**src/dds_ram.sv**
```systemverilog
// ----------------------------------------------------------------------------
// Simple dual-port RAM
// One write port and one read port; read data is registered.
// ----------------------------------------------------------------------------
module dds_ram #(
	parameter int ADDR_BITS = 6,
	parameter int DATA_BITS = 8
) (
	input  logic                 clk,
	input  logic                 we,
	input  logic [ADDR_BITS-1:0] waddr,
	input  logic [DATA_BITS-1:0] wdata,
	input  logic [ADDR_BITS-1:0] raddr,
	output logic [DATA_BITS-1:0] rdata
);

	logic [DATA_BITS-1:0] mem_q [2**ADDR_BITS];

	always_ff @(posedge clk) begin
		if (we) begin
			mem_q[waddr] <= wdata;
		end
	end

	always_ff @(posedge clk) begin
		rdata <= mem_q[raddr];
	end

endmodule

```
**config.mk**
```make
export PLATFORM = sky130hd
export DESIGN_NAME = dds_ram
export DESIGN_NICKNAME = d
export VERILOG_FILES = /design/src/dds_ram.sv
export SDC_FILE = /design/constraint.sdc
export NUM_CORES = 1
export LEC_CHECK = 0
export BUFFER_PORTS_ARGS = -buffer_cell sky130_fd_sc_hd__buf_2
export CORE_ASPECT_RATIO = 1.4
export CORE_MARGIN = 8
export CORE_UTILIZATION = 54
export DETAILED_ROUTE_END_ITERATION = 10
export PLACE_DENSITY = 0.73
export SLEW_MARGIN = 10
export SYNTH_ARGS = -nofsm -noshare
export SYNTH_HDL_FRONTEND = slang
export SYNTH_SLANG_ARGS = --single-unit
```
**constraint.sdc**
```tcl
create_clock -name clk -period 1.7 [get_ports clk]
set_input_delay 0.17 -clock clk [delete_from_list [all_inputs] [get_ports clk]]
set_output_delay 0.17 -clock clk [all_outputs]
set_load 0.005 [all_outputs]
```
# --- Yosys cells after proc, flatten, opt, wreduce, memory -nomap -nowiden ---
# Memory sizes are Yosys's and may differ from the RTL's. A register that Yosys moved wholly into a read port is not among the register bits.
# Index checks and enable logic that the tools add are counted.
op_classes:
  muxes: 2
op_table:
  columns: ["cell", "count"]
  rows:
  - ["1-bit 2-to-1 mux", 2]
word_totals:
  register_bits: 0
  ramBits: 512
  output_inout_bits: 8
  elab_cells: 3
  mem_count: 1
memory_table:
  columns: ["name", "words", "width", "rd", "rd_clocked_by_memory_dff", "write_ports", "line", "rtl"]
  rows:
  - ["mem_q", 64, 8, 1, 1, 1, "17", "logic [DATA_BITS-1:0] mem_q [2**ADDR_BITS];"]

# --- Logic depth before layout (Yosys ltp) ---
# Gate-level depths: netlist (run 1).
logic_depth:
  word_depth: 2
  mapped_depth: 9

# --- Least setup slack after synthesis (run 1) ---
# No wires, ideal clock.
synth_timing:
  path_type: "in2reg"
  from: "input port raddr[1]"
  to: "register rdata[3] (read register of mem_q)"
  setup_ps: 128
  arrival_ps: 1710
  required_ps: 1572
  setup_slack_ps: -138
  stages: 7
  n_path_buf: 3
  path_cell_list: "buf_4 -> buf_2 -> buf_2 -> mux4_2 -> mux4_2 -> o21ai_1 -> o41ai_1"
synth_lines:
  columns: ["element", "line", "rtl"]
  rows:
  - ["start: declaration", "13", "input logic [ADDR_BITS-1:0] raddr,"]
  - ["end: declaration", "14", "output logic [DATA_BITS-1:0] rdata"]

==> results of run 1 <==
-- per-stage QoR --
step / hold WS (ns) / worst slack [ns] / instance area, µm² / setup TNS [ns] / instances
global placement: 0.603 / -0.825 / 22100 / -4.28 / 1566
global route: 0.0615 / -0.201 / 23800 / -1.12 / 1650
floorplan: 0.269 / -0.0185 / 20200 / -0.0451 / 940
detailed placement: 0.592 / -0.894 / 22100 / -4.51 / 1566
finish: 0.0806 / -0.187 / 23800 / -0.808 / 1652
CTS: 0.0407 / -0.178 / 23800 / -0.856 / 1650
-- per-layer routing --
metal | track usage | share of wire
met4 | 0.0781 | 0.034
met2 | 0.362 | 0.53
met5 | 0 | 0.00051
met1 | 0.262 | 0.38
met3 | 0.0351 | 0.064
-- cell type report --
cell class,count,area (µm²),share of cell area
sequential,520,15500,0.652
tap,473,592,0.0248
multi-input combinational,369,4470,0.188
clock buffer,55,1230,0.0515
timing repair buffer,204,1650,0.0692
antenna,2,5.00,0.000210
clock inverter,29,352,0.0148
-- logic make-up (layout without fill, tap and decap cells) --
| logic type | after synthesis | count (layout) | synth area share |
|---|---|---|---|
| multiplexers | 162 | 162 | 0.159 |
| AND/OR/NAND/NOR | 153 | 153 | 0.0339 |
| flip-flops | 520 | 520 | 0.770 |
| buffers and inverters | 51 | 288 | 0.0157 |
| other | 0 | 2 | 0 |
| AO/OA/AOI/OAI | 54 | 54 | 0.0207 |
-- registers in the layout, indices dropped and copies added (netlist names) --
signal,count
rdata,8
mem_q,512
-- power groups by stage --
| stage | Combinational (mW) | Clock, mW | Sequential (mW) |
|---|---|---|---|
| floorplan | 0.769 | 0 | 14.5 |
| global placement | 1.46 | 0 | 14.5 |
| detailed placement | 1.49 | 0 | 14.5 |
| CTS | 1.56 | 10.9 | 14.2 |
| global route | 1.63 | 11.4 | 14.2 |
| finish | 1.55 | 10.8 | 14.2 |
-- tightest hold or removal path, stage by stage --
cell and delay, ns:
buf_2 0.22, nand3_1 0.12, o32ai_1 0.06
-- placed cells by master (no fill, tap or decap), types with 9 or more instances in the layout --
cell type  synthesis  layout
mux2_2            13       9
mux2i_1           23      23
clkinv_2           0      10
nor2b_1           14      14
nor2_1            83      80
mux4_2           126     126
nand2_1           19      19
buf_12             2      14
nand3_1           13      13
buf_2             11      26
buf_4             13     163
edfxtp_1         512     512
clkbuf_16          0      47
-- path summary, 6_finish.rpt --
kind | cells after the start | from | to
hold reg to reg | 4 | mem_q[18][0]$_DFFE_PP_ | rdata[0]$_DFF_P_
hold / removal | 3 | raddr[5] | rdata[4]$_DFF_P_
setup reg to reg | 5 | mem_q[21][4]$_DFFE_PP_ | rdata[4]$_DFF_P_
setup / recovery | 5 | mem_q[21][4]$_DFFE_PP_ | rdata[4]$_DFF_P_
-- what timing repair did --
item	CTS	global route
gates resized for setup	27	4
hold buffers	0	0
buffers inserted	0	0
pin swaps	9	0
cloned	0	0
setup endpoints to repair	8	8
==> results.ini, run 1 <==
[power_and_ir_drop]
p_leak_nw = 7.85
total_power_mw = 26.6
ir_worst_vdd_mv = 0.970
power.density_nw_per_um2 = 1120
pwr-share-clk = 0.407
p_sw_mw = 5.38
power_frac_seq = 0.535
combPwrFrac = 0.058
p_int_mw = 21.2
p_sw_frac = 0.202

[clocking]
clk_pin_slew_ns = 0.06
insertion_delay_ns = 0.56
clock_sinks = 520
h-tree-depth = 2
ctsRootBufferMaster = clkbuf_16
cts_tree = yes
numCtsBuffers = 45
cts_max_path_buffers = 3

[sta]
rsz0062_at_grt = yes
setup_ws_ns = -0.187
max-slew-margin-rel = 0.188
period_minus_slack_ns = 1.89
report.final.slew_viol_count = 0
period_share = 1.11
hold_viol_final = 0
fmax_mhz = 530
fin_skew_ns = 0.0168
worst_pin_slew_ns = 1.22
finalSetupViolations = 8

[status]
violations = negative setup slack
outcome = finished with violations

[synth]
yosys_warnings = 0
synth_common_cells = edfxtp_1 (512), mux4_2 (126), nor2_1 (83), mux2i_1 (23), nand2_1 (19)
synth_cells = 940
netlist_area_um2 = 20200
synth.most_common_cell = edfxtp_1
synth_area_leaders = edfxtp_1 (76%), mux4_2 (14%), nor2_1 (1.5%)
synthDistinctLibCells = 40
synthArstFlopShare = 0
syn-num-nets = 962
ys_seq_area_frac = 0.770
synth-main-ff-cell = edfxtp_1
ys_ff_latch = 520
synth_area_leader_cell = edfxtp_1
synth_top_area_frac = 0.762
synth-edff-count = 512
syn_area_per_cell_um2 = 21.5

[global_routing]
antenna_found_initial = 4
grt_usage = 0.209
grt_max_degree = 65
grt_pass1_wl_mm = 66.4
grt_overflow_total = 0
grt_pass1_vias = 10500

[placement]
globalplace.congestion = 0.872
portBuffers = 29
hpwl_mm = 29.3

[worst_setup_path]
path_cells = mux4_2, mux2_2, o221a_4, nor3_4, o32ai_1
start_kind = flip-flop
slowest_delay_ns = 0.48
critical_path.top_delay_family = multiplexers
cp.required_ns = 2.13
crit_slowest_cell = mux4_2
reg2reg_slack_ns = -0.19
crit_arrival_ns = 2.32
critical_path_class = flip-flop to flip-flop
cp_max_fo = 1
path_buf_inv = 0
end_kind = flip-flop

[floorplanning]
die_h_um = 245
rows = 84
start_util = 0.542
io_pins = 30
dieWidth_um = 179
core_um2 = 37200
dieArea_um2 = 43900

[drt]
drt_iter0_drc = 866
routed_via_density = 6.11
wl_per_cell_um = 27.3
wl_mm = 45.1
vias = 10100
ant_nets = 0
firstDrtPassIters = 5
drc = 0

[job]
drv_cap = 0

[cells_and_area]
syn_to_final_growth_pct = 18.2
n_fill_cell = 2472
drive_above_1_share = 0.366
nets = 1162
utilization = 0.640

[min_path]
hp-class = input port to flip-flop

Note: power is estimated with default switching activity, not from simulation.
==> run 2, diff against run 1 <==
ABC_AREA = 1   (was not set)
CORE_MARGIN = not set   (was 8)
==> run 2 against run 1 <==
The flow now finishes without violations; highest routed layer is now met4; global-route usage grew 5.3 points; clock skew rose by 0.0037 ns; utilization down 1.7 points; worst setup slack better by 0.52 ns; combinational power increased by 15%; non-clock buffer count is 44 lower; largest cell class unchanged; worst hold slack improved by 0.032 ns; sequential power is essentially flat; power decreased by 1.7%.
==> results.ini, run 2 <==
[status]
outcome = finished clean

[cells_and_area]
multi_input_area_um2 = 4950
drive_above_1_share = 0.115
largest_register_ffs = 512
nets = 1923
mostFrequentLayoutCells = nand2_1 (648), edfxtp_1 (512), nand3_1 (439)
design_area_um2 = 24100
register_area_um2 = 15500
instances_no_fill = 2462
reg_top3 = mem_q: 512 flops, rdata: 8 flops
final_common_cell = nand2_1
utilization = 0.623
syn_to_final_growth_pct = 13.1
largest_register = mem_q
n_fill_cell = 2910

[synth]
synth_area_leaders = edfxtp_1 (72%), nand2_1 (11%), nand3_1 (10%)
yosys_warnings = 0
syn_area_per_cell_um2 = 11.8
syn-num-nets = 1827
synth_cells = 1805
ys_ff_latch = 520
synth-main-ff-cell = edfxtp_1
synthArstFlopShare = 0
synth.most_common_cell = nand2_1
synthDistinctLibCells = 16
ys_seq_area_frac = 0.728
synth_area_leader_cell = edfxtp_1
synth_common_cells = nand2_1 (648), edfxtp_1 (512), nand3_1 (439), nor2_1 (56), buf_2 (37)
synth-edff-count = 512
synth_top_area_frac = 0.720
netlist_area_um2 = 21300

[drt]
drc = 0
routed_via_density = 5.81
ant_nets = 0
vias = 14300
wl_mm = 51.7
drt_iter0_drc = 1477
firstDrtPassIters = 5
wl_per_cell_um = 21.0

[floorplanning]
dieWidth_um = 170
io_pins = 30
dieArea_um2 = 40300
start_util = 0.551
core_um2 = 38700
die_h_um = 237
rows = 85

[sta]
max-slew-margin-rel = 0.468
report.final.slew_viol_count = 0
rsz0062_at_grt = no
fmax_mhz = 730
finalSetupViolations = 0
setup_ws_ns = 0.330
period_share = 0.806
worst_pin_slew_ns = 0.798
period_minus_slack_ns = 1.37
tns_ns = 0
hold_viol_final = 0
timing.hold.ws_ns = 0.113
fin_skew_ns = 0.0205

[power_and_ir_drop]
p_sw_frac = 0.219
pwr-share-clk = 0.388
power.density_nw_per_um2 = 1080
total_power_mw = 26.2
power_frac_seq = 0.544
combPwrFrac = 0.068
p_int_mw = 20.4
ir_worst_vdd_mv = 0.730
p_leak_nw = 8.87
p_sw_mw = 5.73

[worst_setup_path]
critical_path.top_delay_family = simple AND/OR/NAND/NOR gates
path_cells = nand2_1, nand3_1, nand3_1, nand2_1, nand2_1, nand3_1, nand3_1, nand2_1
crit_arrival_ns = 1.81
critical_path_class = flip-flop to flip-flop
slowest_delay_ns = 0.40
cp.required_ns = 2.14
cp_max_fo = 1
crit_slowest_cell = edfxtp_1
start_kind = flip-flop
end_kind = flip-flop
path_buf_inv = 0

[clocking]
clk_pin_slew_ns = 0.07
cts_max_path_buffers = 3
ctsRootBufferMaster = clkbuf_16
cts_tree = yes
insertion_delay_ns = 0.57
h-tree-depth = 2
post_cts_buffers = 0
numCtsBuffers = 47
clock_sinks = 520

[job]
drv_cap = 0

[placement]
hpwl_mm = 31.7
place_area_um2 = 22700
place_ws_ns = 0.0141
portBuffers = 29
dp_cells = 2373
globalplace.congestion = 0.887

[global_routing]
grt_usage = 0.263
grt_overflow_total = 0
grt_pass1_vias = 14100
grt_max_degree = 69
grt_pass1_wl_mm = 79.0
antenna_found_initial = 0

[min_path]
hp-class = input port to flip-flop

run 2: changes by cell type in the layout (fill, tap and decap cells not counted), moves of 8 or more:
cell	before	now
inv_1	0	9
o22ai_1	8	0
mux4_2	126	0
mux2i_1	23	0
nor2b_1	14	0
mux2_2	9	0
buf_12	14	27
nand2_1	19	648
nor2_1	80	56
nand3_1	13	439
o221ai_1	8	0
buf_4	163	104
run 2: area by class of cell:
cell class,count,area share
inverters,12,0.00218
well taps,522,0.0271
clock inverters,24,0.00762
diodes,2,0.000207
clock buffers,62,0.0528
multi-input cells,1160,0.205
flip-flops and latches,520,0.644
repair buffers,160,0.0613
run 2: kinds of logic after synthesis:
kind of cell  after synthesis  synth area share
simple gates             1160             0.232
flops                     520             0.728
buf+inv                   125            0.0402
run 2: repair_timing:
action                                 4_1_cts  5_1_grt
resized for setup                            0        0
endpoints found under the hold margin        3        0
hold buffers                                 1        0
run 2: path summary, 6_finish.rpt:
kind,startpoint,end,slack (ns),cells past startpoint
hold / removal,wdata[5],mem_q[15][5]$_DFFE_PP_,0.11,2
setup reg to reg,mem_q[42][3]$_DFFE_PP_,rdata[3]$_DFF_P_,0.33,8
setup / recovery,mem_q[42][3]$_DFFE_PP_,rdata[3]$_DFF_P_,0.33,8
hold reg to reg,mem_q[61][6]$_DFFE_PP_,rdata[6]$_DFF_P_,0.84,8
run 2: worst register-to-register path: stages (launching register included):
cell and delay (ns):
edfxtp_1 0.40, nand2_1 0.11, nand3_1 0.09, nand3_1 0.09, nand2_1 0.08, nand2_1 0.07, nand3_1 0.14, nand3_1 0.19
nand2_1 0.07
run 2: power groups by stage:
stage / clock, mW / combinational (mW) / sequential [mW]
6_report: 10.2 / 1.78 / 14.2
5_1_grt: 10.7 / 1.92 / 14.2
2_1_floorplan: 0 / 0.997 / 14.5
3_5_place_dp: 0 / 1.74 / 14.5
3_3_place_gp: 0 / 1.71 / 14.5
4_1_cts: 10.2 / 1.76 / 14.2
run 2: routing by layer:
layer	part of all wire	up-vias	GRT usage
li1	-	6531	-
met1	0.37	6945	0.333
met2	0.50	678	0.445
met3	0.075	153	0.0308
met4	0.050	0	0.136
met5	0	-	0
